`config.mk`:
```
export PLATFORM = sky130hd
export DESIGN_NAME = crane_alarm_interlock
export DESIGN_NICKNAME = d
export VERILOG_FILES = /design/src/rtl/cai_pkg.sv /design/src/rtl/cai_eval.sv /design/src/rtl/crane_alarm_interlock.sv
export SDC_FILE = /design/constraint.sdc
export NUM_CORES = 1
export LEC_CHECK = 0
export BUFFER_PORTS_ARGS = -buffer_cell sky130_fd_sc_hd__buf_2
export CORE_MARGIN = 4
export CORE_UTILIZATION = 60
export CTS_BUF_LIST = sky130_fd_sc_hd__clkbuf_16
export DETAILED_ROUTE_END_ITERATION = 6
export PLACE_DENSITY = 0.81
export SLEW_MARGIN = 5
export SYNTH_ARGS = -nofsm -noshare
export SYNTH_HDL_FRONTEND = slang
export SYNTH_SLANG_ARGS = --single-unit
```
`constraint.sdc`:
```
create_clock -name i_clk -period 13 [get_ports i_clk]
set_clock_uncertainty 0.15 [all_clocks]
set_input_delay 0.65 -clock i_clk [delete_from_list [all_inputs] [get_ports i_clk]]
set_output_delay 0.65 -clock i_clk [all_outputs]
set_load 0.01 [all_outputs]
```
`src/rtl/cai_pkg.sv`:
```
// Types and constants shared by the crane alarm interlock.
// No dependencies; imported by cai_eval and crane_alarm_interlock.
package cai_pkg;

    localparam int TS_W     = 48;
    localparam int SETTLE_W = 20;
    localparam int CFG_W    = 20;

    localparam logic [2:0] OP_TICK      = 3'd0;
    localparam logic [2:0] OP_SILENCE   = 3'd1;
    localparam logic [2:0] OP_HORN_TEST = 3'd2;
    localparam logic [2:0] OP_LAMP_TEST = 3'd3;
    localparam logic [2:0] OP_FORCE_OFF = 3'd4;
    localparam logic [2:0] OP_RESUME    = 3'd5;

    localparam logic [1:0] ST_DONE       = 2'd0;
    localparam logic [1:0] ST_REF_FORCED = 2'd1;
    localparam logic [1:0] ST_REF_HW_DIS = 2'd2;

    localparam logic CFG_SETTLE = 1'b0;
    localparam logic CFG_HW_EN  = 1'b1;

    typedef struct packed {
        logic [2:0]      opcode;
        logic [TS_W-1:0] now_ms;
        logic            motion_ok;
        logic            moving_flag;
        logic            hook_raw;
        logic            helmet_raw;
        logic            intrusion_raw;
    } t_item;

    typedef struct packed {
        logic       lamp_cmd;
        logic       horn_cmd;
        logic       hook_event;
        logic       intrusion_event;
        logic       helmet_event;
        logic [1:0] status;
        logic       horn_test_state;
        logic       lamp_test_state;
    } t_result;

    typedef struct packed {
        logic            started;
        logic            moving_mode;
        logic [TS_W-1:0] ready_at;
        logic            prev_hook;
        logic            prev_intrusion;
        logic            prev_helmet;
        logic            silenced;
        logic            forced_off;
        logic            auto_horn;
        logic            horn_test;
        logic            lamp_test;
        logic            applied_lamp;
        logic            applied_horn;
    } t_state;

endpackage

```
`src/rtl/cai_eval.sv`:
```
// Next-state and result logic for one beat of the crane alarm interlock.
// Depends on cai_pkg.
module cai_eval (
    input  cai_pkg::t_state                  i_state,
    input  cai_pkg::t_item                   i_item,
    input  logic [cai_pkg::SETTLE_W-1:0]     i_settle_dly,
    input  logic                             i_hw_en,
    output cai_pkg::t_state                  o_state,
    output cai_pkg::t_result                 o_result
);
    import cai_pkg::*;

    logic [TS_W:0]   sum;
    logic [TS_W-1:0] deadline;
    logic            moving;
    logic            mode_chg;
    logic [TS_W-1:0] ready_at_t;
    logic            ready;
    logic            helm;
    logic            intr;
    logic            sil;
    logic            lamp_on;
    logic            lamp_flip;
    logic            auto_h;
    logic            horn_on;

    // Saturate the settle deadline at the top of the timestamp range
    assign sum      = {1'b0, i_item.now_ms} + {{(TS_W + 1 - SETTLE_W){1'b0}}, i_settle_dly};
    assign deadline = sum[TS_W] ? {TS_W{1'b1}} : sum[TS_W-1:0];

    // Tick path
    always_comb begin
        moving     = i_item.motion_ok & i_item.moving_flag;
        mode_chg   = !i_state.started || (i_state.moving_mode != moving);
        ready_at_t = mode_chg ? deadline : i_state.ready_at;
        ready      = i_item.now_ms >= ready_at_t;
        helm       = !moving && ready && !i_state.lamp_test && i_item.helmet_raw;
        intr       = moving && ready && i_item.intrusion_raw;
        sil        = i_state.silenced;
        if (i_state.silenced && !i_state.forced_off && !i_item.hook_raw && !helm && !intr) begin
            sil = 1'b0;
        end
        lamp_on   = !i_state.forced_off && (moving || i_state.lamp_test);
        lamp_flip = lamp_on != i_state.applied_lamp;
        // A lamp switch restarts settling and masks the camera alarms
        if (lamp_flip) begin
            ready_at_t = deadline;
            helm       = 1'b0;
            intr       = 1'b0;
            auto_h     = !i_state.forced_off && !sil && i_item.hook_raw;
        end else begin
            auto_h     = !sil && (i_item.hook_raw || helm || intr);
        end
        horn_on = !i_state.forced_off && (auto_h || i_state.horn_test);
    end

    always_comb begin
        o_state  = i_state;
        o_result = '0;
        o_result.status = ST_DONE;
        case (i_item.opcode)
            OP_TICK: begin
                o_state.started        = 1'b1;
                o_state.moving_mode    = moving;
                o_state.ready_at       = ready_at_t;
                o_state.silenced       = sil;
                o_state.auto_horn      = auto_h;
                o_state.applied_lamp   = lamp_on;
                o_state.applied_horn   = horn_on;
                o_state.prev_hook      = i_item.hook_raw;
                o_state.prev_intrusion = intr;
                o_state.prev_helmet    = helm;
                o_result.hook_event      = i_item.hook_raw && !i_state.prev_hook;
                o_result.intrusion_event = intr && !i_state.prev_intrusion;
                o_result.helmet_event    = helm && !i_state.prev_helmet;
            end
            OP_SILENCE: begin
                o_state.silenced     = 1'b1;
                o_state.auto_horn    = 1'b0;
                o_state.horn_test    = 1'b0;
                o_state.applied_lamp = !i_state.forced_off &&
                                       (i_state.moving_mode || i_state.lamp_test);
                o_state.applied_horn = 1'b0;
            end
            OP_HORN_TEST, OP_LAMP_TEST: begin
                if (i_state.forced_off) begin
                    o_result.status = ST_REF_FORCED;
                end else if (!i_hw_en) begin
                    o_result.status = ST_REF_HW_DIS;
                end else begin
                    if (i_item.opcode == OP_HORN_TEST) begin
                        o_state.horn_test = !i_state.horn_test;
                    end else begin
                        o_state.lamp_test = !i_state.lamp_test;
                        o_state.ready_at  = deadline;
                    end
                    o_state.applied_lamp = i_state.moving_mode || o_state.lamp_test;
                    o_state.applied_horn = i_state.auto_horn || o_state.horn_test;
                end
            end
            OP_FORCE_OFF: begin
                o_state.forced_off   = 1'b1;
                o_state.silenced     = 1'b1;
                o_state.auto_horn    = 1'b0;
                o_state.horn_test    = 1'b0;
                o_state.lamp_test    = 1'b0;
                o_state.applied_lamp = 1'b0;
                o_state.applied_horn = 1'b0;
            end
            OP_RESUME: begin
                o_state.forced_off   = 1'b0;
                o_state.silenced     = 1'b0;
                o_state.auto_horn    = 1'b0;
                o_state.horn_test    = 1'b0;
                o_state.lamp_test    = 1'b0;
                o_state.ready_at     = deadline;
                o_state.applied_lamp = i_state.moving_mode;
                o_state.applied_horn = 1'b0;
            end
            default: begin
                o_state = i_state;
            end
        endcase
        o_result.lamp_cmd        = o_state.applied_lamp;
        o_result.horn_cmd        = o_state.applied_horn;
        o_result.horn_test_state = o_state.horn_test;
        o_result.lamp_test_state = o_state.lamp_test;
    end

endmodule

```
`src/rtl/crane_alarm_interlock.sv`:
```
// Crane alarm interlock: lamp and horn control with alarm gating and events.
// Input beats carry a tick or an operator command; each gives one result beat.
// A beat passes the input register, then the result register, to become a
// result beat. Throughput: one beat per cycle unless i_stall holds it; the
// interlock state is updated as the item leaves the input register, so
// back-to-back beats see the state left by the one before.
// Handshake: a beat moves when valid is high and stall is low. o_stall rises
// only while both the input register and the result register are full and
// i_stall is high; a waiting result holds its payload.
// Configuration: i_cfg_we writes the settle delay (index 0) or the hardware
// enable (index 1) from i_cfg_data; write only while no beat is in flight.
// Reset (synchronous, active low) empties both registers and clears all
// interlock state and configuration to zero.
// Depends on cai_pkg and cai_eval.
module crane_alarm_interlock (
    input  logic                          i_clk,
    input  logic                          i_rst_n,
    input  logic                          i_valid,
    output logic                          o_stall,
    input  cai_pkg::t_item                i_item,
    output logic                          o_valid,
    input  logic                          i_stall,
    output cai_pkg::t_result              o_result,
    input  logic                          i_cfg_we,
    input  logic                          i_cfg_idx,
    input  logic [cai_pkg::CFG_W-1:0]     i_cfg_data
);
    import cai_pkg::*;

    logic                r_in_valid;
    t_item               r_in;
    logic                r_out_valid;
    t_result             r_out;
    t_state              r_state;
    t_state              n_state;
    t_result             n_out;
    logic [SETTLE_W-1:0] r_settle_dly;
    logic                r_hw_en;
    logic                adv;

    assign adv     = !r_out_valid || !i_stall;
    assign o_stall = r_in_valid && !adv;
    assign o_valid = r_out_valid;
    assign o_result = r_out;

    cai_eval u_eval (
        .i_state      (r_state),
        .i_item       (r_in),
        .i_settle_dly (r_settle_dly),
        .i_hw_en      (r_hw_en),
        .o_state      (n_state),
        .o_result     (n_out)
    );

    always_ff @(posedge i_clk) begin
        if (!i_rst_n) begin
            r_settle_dly <= '0;
            r_hw_en      <= 1'b0;
        end else if (i_cfg_we) begin
            case (i_cfg_idx)
                CFG_SETTLE: r_settle_dly <= i_cfg_data[SETTLE_W-1:0];
                CFG_HW_EN:  r_hw_en      <= i_cfg_data[0];
                default:    r_hw_en      <= r_hw_en;
            endcase
        end
    end

    always_ff @(posedge i_clk) begin
        if (!i_rst_n) begin
            r_in_valid <= 1'b0;
        end else if (!o_stall) begin
            r_in_valid <= i_valid;
        end
    end

    always_ff @(posedge i_clk) begin
        if (!o_stall) begin
            r_in <= i_item;
        end
    end

    // Commit state and load the result as the beat leaves the input register
    always_ff @(posedge i_clk) begin
        if (!i_rst_n) begin
            r_out_valid <= 1'b0;
            r_state     <= '0;
        end else if (adv) begin
            r_out_valid <= r_in_valid;
            if (r_in_valid) begin
                r_state <= n_state;
            end
        end
    end

    always_ff @(posedge i_clk) begin
        if (adv && r_in_valid) begin
            r_out <= n_out;
        end
    end

endmodule
```
==> results.yml, run 1 <==
outcome:
  status: "completed"
grt:
  grtUsageTotal_pct: 25.9
  grt_max_degree: 85
  antenna_found_initial: 0
  grt_pass1_vias: 7182
  grt_pass1_wl_mm: 34.5
  grt-ovfl-total: 0
setup_path:
  cp.arrival_ns: 6.15
  cp.required_ns: 13.02
  path_class: "flop to flop"
  critPathLaunchType: "flop"
  end_kind: "flop"
  crit_fanout: 33
sta:
  whs_ns: 0.248
  rsz0062_at_grt: "false"
  slew_headroom_pct: 40.7
  hold_violations: 0
  finalSetupTns_ns: 0
  fin_ws_ns: 6.87
  setup_viol: 0
  clock.fmax_mhz: 163
  min_period_ns: 6.13
  period_share_pct: 47.2
  worst_slew_pin_slew_ns: 0.889
  drv_slew: 0
cells_and_area:
  drive_gt1_share_pct: 17.2
  n_antenna_cell: 0
  n_fill_cell: 1110
  finalNetCount: 1135
  regArea_sq_um: 3610
  synthToLayoutAreaGrowth_pct: 13.3
  multi_input_area_sq_um: 4710
  fin_area_sq_um: 9750
synthesis:
  synthFlopType: "dfxtp_1"
  syn-num-nets: 1069
  ys_warn_count: 0
  ys_seq_area_share_pct: 42.0
  synthesis.area_sq_um: 8610
  avgSynthCellArea_sq_um: 9.38
  syn_inst: 918
  ys_ff_latch: 148
  synth_edf_count: 65
  synthArstFlopShare_pct: 0
  ys_types: 77
floorplanning:
  start_util_pct: 61.5
  coreArea_sq_um: 14000
  fp.dieH_microns: 128
  row_count: 43
  io_pins: 93
  die-area_sq_um: 16300
  die_x_microns: 128
hold_path:
  hold_path.class: "primary input to flop"
clock_network:
  cts.sinks: 148
  cts-root-buf: "clkbuf_16"
  cts_tree: "done"
  cts_buffer_depth: 2
  h-tree-depth: 4
  cts_made_buffers: 17
  clk_latency_ns: 0.42
  cts_setup_buffers: 0
  cts_resized: 0
  clkTransAtPathRegs_ns: 0.06
  ctsHoldBuffers: 0
route:
  via_per_inst: 6.41
  drc: 0
  first_pass_iters: 6
  drtIter0Drc: 713
  ant_nets: 0
  post_drt_wl_per_cell_microns: 18.0
  vias: 7545
  wirelength_mm: 21.1
place:
  io_buffers: 92
  hpwl_mm: 13.9
  placed_area_sq_um: 9130
  place_congestion: 0.912
  dp_slack_ns: 7.04
flow_run:
  maxCapViolations: 0
power_and_ir_drop:
  power.density_nw_per_um2: 125
  total_leakage_power_nw: 3.97
  peakVddDrop_uv: 113
## state kept, by name (all words and copies together) (netlist names)
name and flops:
r_hw_en 1, o_valid 1, o_result 9, r_settle_dly 20
r_in_valid 1, r_in 56, r_state 60
## area by class of cell
cell class | count | share of cell area, %
multi-input combinational | 701 | 48.4
inverter | 17 | 0.654
timing repair buffer | 99 | 5.26
clock buffer | 18 | 4.62
clock inverter | 14 | 1.75
sequential | 148 | 37.1
tap | 180 | 2.31
## worst max-delay path, cell delays in order (launching register included)
cell and delay, ns:
edfxtp_1 0.39, ha_1 0.25, fa_1 0.43, a211oi_1 0.25
nor2_1 0.12, o31ai_2 0.35, a21oi_2 0.27, o211ai_1 0.71
buf_4 0.48, nand3_1 0.11, o21ai_0 0.12, ha_1 0.28
a21o_1 0.16, a21o_1 0.17, a211oi_1 0.30, a311oi_1 0.17
nor4_1 0.75, o31a_1 0.29, o21ai_0 0.10
## synthesized netlist by cell type, types with 5 or more instances
master | instances | share of area [%]
nand2_1 | 94 | 4.1
clkbuf_1 | 35 | 1.5
nor2b_1 | 8 | 0.58
ha_1 | 68 | 9.9
a31oi_1 | 13 | 0.94
o2111ai_1 | 12 | 1.2
a21o_1 | 11 | 0.96
xnor2_1 | 21 | 2.1
nand3_1 | 30 | 1.7
o31a_1 | 5 | 0.51
inv_1 | 15 | 0.65
nand2b_1 | 7 | 0.51
o221a_2 | 16 | 2.1
o211ai_1 | 17 | 1.5
edfxtp_1 | 65 | 23
nand4_1 | 13 | 0.94
and2_1 | 7 | 0.51
a311oi_1 | 15 | 1.5
o21a_1 | 7 | 0.61
o22ai_1 | 19 | 1.4
nor2_1 | 66 | 2.9
xor2_1 | 20 | 2.0
nor3_1 | 16 | 0.93
dfxtp_1 | 83 | 19
o21ai_0 | 63 | 3.7
a211oi_1 | 7 | 0.61
buf_2 | 12 | 0.70
and3_1 | 12 | 0.87
or3_1 | 6 | 0.44
a31o_2 | 11 | 1.1
a21oi_1 | 70 | 4.1
## cells in the final DEF (no fill, tap or decap), types with 8 or more instances in the layout
cell	Yosys	final
o221a_2	16	16
nor2_1	66	66
a31o_2	11	11
o22ai_1	19	19
dfxtp_1	83	83
a311oi_1	15	15
nand2_1	94	93
and3_1	12	12
xor2_1	20	20
a21oi_1	70	70
nand4_1	13	13
o211ai_1	17	17
ha_1	68	68
nand3_1	30	29
nor2b_1	8	8
nor3_1	16	16
inv_1	15	20
buf_2	12	92
xnor2_1	21	21
a21o_1	11	11
clkbuf_16	0	18
a31oi_1	13	13
edfxtp_1	65	65
o21ai_0	63	63
o2111ai_1	12	12
## path summary, 6_finish.rpt
| kind | start | end | slack [ns] | cells past startpoint |
|---|---|---|---|---|
| max | r_in[5] | o_result[7] | 6.87 | 18 |
| min reg2reg | r_settle_dly[16] | r_settle_dly[16] | 0.31 | 2 |
| max reg2reg | r_in[5] | o_result[7] | 6.87 | 18 |
| min | i_item[13] | r_in[13] | 0.25 | 1 |
## layer usage
metal  up-vias  GRT usage, %  routed length (microns)
met5         -             0                        0
met4         0          8.49                      367
met3        48          5.75                     1270
met2       273          42.8                    10200
met1      3594          34.0                     9350
li1       3630             -                        -
## power by group
group	switching [mW]	total [mW]	internal, mW
Combinational	0.0980	0.172	0.0738
Sequential	0.0213	0.530	0.509
Clock	0.186	0.514	0.328
Total	0.306	1.22	0.911
## stage by stage
step / util (%) / instances / power (mW)
floorplan: - / 918 / 0.657
global placement: 65.3 / 1145 / 0.702
detailed placement: 65.3 / 1145 / 0.706
CTS: 69.7 / 1177 / 1.22
global route: 69.7 / 1177 / 1.27
finish: 69.7 / 1177 / 1.22
## logic make-up (layout without fill, tap and decap cells)
kind of cell / after synthesis / count (layout) / synth area share (%)
buffers and inverters: 69 / 148 / 3.36
AND/OR/NAND/NOR: 284 / 284 / 15.9
XOR/XNOR: 41 / 41 / 4.17
AO/OA/AOI/OAI: 304 / 304 / 24.2
flip-flops: 148 / 148 / 42.0
multiplexers: 3 / 3 / 0.349
adder cells (fa/ha/maj): 69 / 69 / 10.1
(Power assumes the default switching activity.)
==> inputs of run 2 (changes only) <==
- ABC_AREA: default -> 1
- PLACE_DENSITY: 0.81 -> 0.8
- clock period: 13 -> 6.1 ns (I/O delays scaled with it)
==> results.yml, run 2 <==
outcome:
  status: "completed"
synthesis:
  ys_types: 55
  avgSynthCellArea_sq_um: 7.24
  synthesis.area_sq_um: 10100
  ys_ff_latch: 148
  syn_inst: 1394
  syn-num-nets: 1545
  synth_edf_count: 65
  ys_warn_count: 0
  yosys-top-cells-area: "edfxtp_1, dfxtp_1, nand2_1"
  synthArstFlopShare_pct: 0
  synth_top_cell_area_share_pct: 19.3
  yosysMostFrequentCell: "nand2_1"
  synthFlopType: "dfxtp_1"
  yosysTopAreaCell: "edfxtp_1"
  synth.top_cells.by_count: "nand2_1, nor2_1, inv_1"
  ys_seq_area_share_pct: 35.8
grt:
  grt_pass1_wl_mm: 47.3
  grt_max_degree: 75
  grt-ovfl-total: 0
  grtUsageTotal_pct: 31.4
  antenna_found_initial: 0
  grt_pass1_vias: 9835
route:
  wirelength_mm: 28.9
  met1_length_mm: 12.1
  wl_met2_mm: 14.1
  ant_nets: 0
  post_drt_wl_per_cell_microns: 16.3
  first_pass_iters: 5
  highest_layer: "met4"
  drc: 0
  drtIter0Drc: 774
  routed-wl-met3_mm: 1.80
  via_per_inst: 5.68
  vias: 10100
place:
  hpwl_mm: 19.1
  io_buffers: 92
  place_congestion: 0.953
floorplanning:
  die-area_sq_um: 19000
  fp.dieH_microns: 138
  io_pins: 93
  coreArea_sq_um: 16500
  start_util_pct: 61.1
  row_count: 47
  die_x_microns: 138
sta:
  min_period_ns: 4.73
  setup_viol: 0
  worst_slew_pin_slew_ns: 1.05
  clock.fmax_mhz: 212
  slew_headroom_pct: 30.0
  finalSetupTns_ns: 0
  whs_ns: 0.0135
  hold_violations: 0
  period_share_pct: 77.5
  rsz0062_at_grt: "false"
  drv_slew: 0
setup_path:
  critPathLaunchType: "flop"
  critPathBufInv: 4
  critPathMostFrequentCell: "nand2_1"
  end_kind: "flop"
  critPathMaxStageDelay_ns: 0.42
  cp_top_family: "simple AND/OR/NAND/NOR gates"
  crit_fanout: 39
  cp.arrival_ns: 4.75
  path_class: "flop to flop"
  cp.required_ns: 6.13
  cp_slowest_cell: "edfxtp_1"
cells_and_area:
  layout_commonest_cell: "nand2_1"
  synthToLayoutAreaGrowth_pct: 19.2
  n_antenna_cell: 0
  drive_gt1_share_pct: 12.4
  largest_reg_flops: 60
  final_util_pct: 72.8
  finalNetCount: 1693
  top_register: "r_state"
  final_cell_mix: "nand2_1, nor2_1, inv_1"
  regArea_sq_um: 3610
  top_regs: "r_state: 60 flops, r_in: 56 flops, r_settle_dly: 20 flops"
  multi_input_area_sq_um: 5700
  n_fill_cell: 1309
clock_network:
  cts_made_buffers: 17
  cts_resized: 0
  clk_latency_ns: 0.44
  cts_tree: "done"
  ctsHoldBuffers: 77
  cts.sinks: 148
  cts_setup_buffers: 0
  h-tree-depth: 4
  cts-root-buf: "clkbuf_16"
  cts_buffer_depth: 2
  clkTransAtPathRegs_ns: 0.07
flow_run:
  maxCapViolations: 0
power_and_ir_drop:
  peakVddDrop_uv: 207
  total_leakage_power_nw: 5.51
  power.density_nw_per_um2: 235
hold_path:
  hold_path.class: "primary input to flop"
==> run 2: cell count changes after synthesis, moves of 35 or more <==
cell / change
nor2_1: +82
inv_1: +119
nand2_1: +264
nand3_1: +60
a21oi_1: +35
==> run 2: final timing paths <==
| check | from | to | slack [ns] | depth (start not counted) |
|---|---|---|---|---|
| min | i_cfg_idx | r_hw_en | 0.01 | 3 |
| max reg2reg | r_in[5] | o_result[7] | 1.37 | 31 |
| max | r_in[5] | o_result[7] | 1.37 | 31 |
| min reg2reg | r_state[23] | r_state[23] | 0.31 | 2 |
==> run 2: metrics by stage <==
stage               instance area, sq um  cells  worst slack (ns)  total power, mW
finish                             12000   1775              1.37             2.83
global route                       12000   1775             0.909             2.96
CTS                                12000   1775              1.48             2.81
detailed placement                 10700   1666              1.51             1.74
global placement                   10700   1666              1.64             1.72
floorplan                          10100   1394              2.21             1.57
==> run 2: report_power, final <==
part	switching [mW]	total [mW]	leakage [nW]	internal (mW)
logic	0.395	0.638	3.88	0.243
clock network	0.446	1.05	0.281	0.605
registers	0.0489	1.14	1.35	1.09
total	0.890	2.83	5.51	1.94
==> run 2: layout make-up <==
class	count	share of cell area, %
multi-input cells	1048	47.4
flip-flops and latches	148	30.0
repair buffers	177	10.7
inverters	150	4.70
clock buffers	17	3.54
well taps	220	2.29
clock inverters	15	1.29
==> run 2: layer usage <==
| layer | GRT usage (%) | vias up |
|---|---|---|
| met5 | 0 | - |
| met4 | 12.5 | 0 |
| met3 | 5.44 | 78 |
| met2 | 54.0 | 413 |
| met1 | 39.1 | 4637 |
| li1 | - | 4958 |
==> run 2: kinds of logic (layout without fill, tap and decap cells) <==
| group | count (synthesis) | in the layout | synth area share (%) |
|---|---|---|---|
| buffers and inverters | 198 | 359 | 7.81 |
| DFF | 148 | 148 | 35.8 |
| AOI/OAI and AO/OA | 258 | 258 | 14.5 |
| adders and majority gates | 69 | 69 | 8.63 |
| muxes | 11 | 11 | 1.09 |
| xor gates and xnor gates | 18 | 18 | 1.56 |
| and+or+nand+nor | 692 | 692 | 30.6 |
==> run 2: worst reg2reg max path, delay by kind of cell, from the launching register on <==
kind / cells / cell delay (ns)
AOI/OAI and AO/OA: 1 / 0.10
adders and majority gates: 3 / 0.83
buffers and inverters: 4 / 0.61
DFF: 1 / 0.42
muxes: 1 / 0.22
and+or+nand+nor: 22 / 2.12
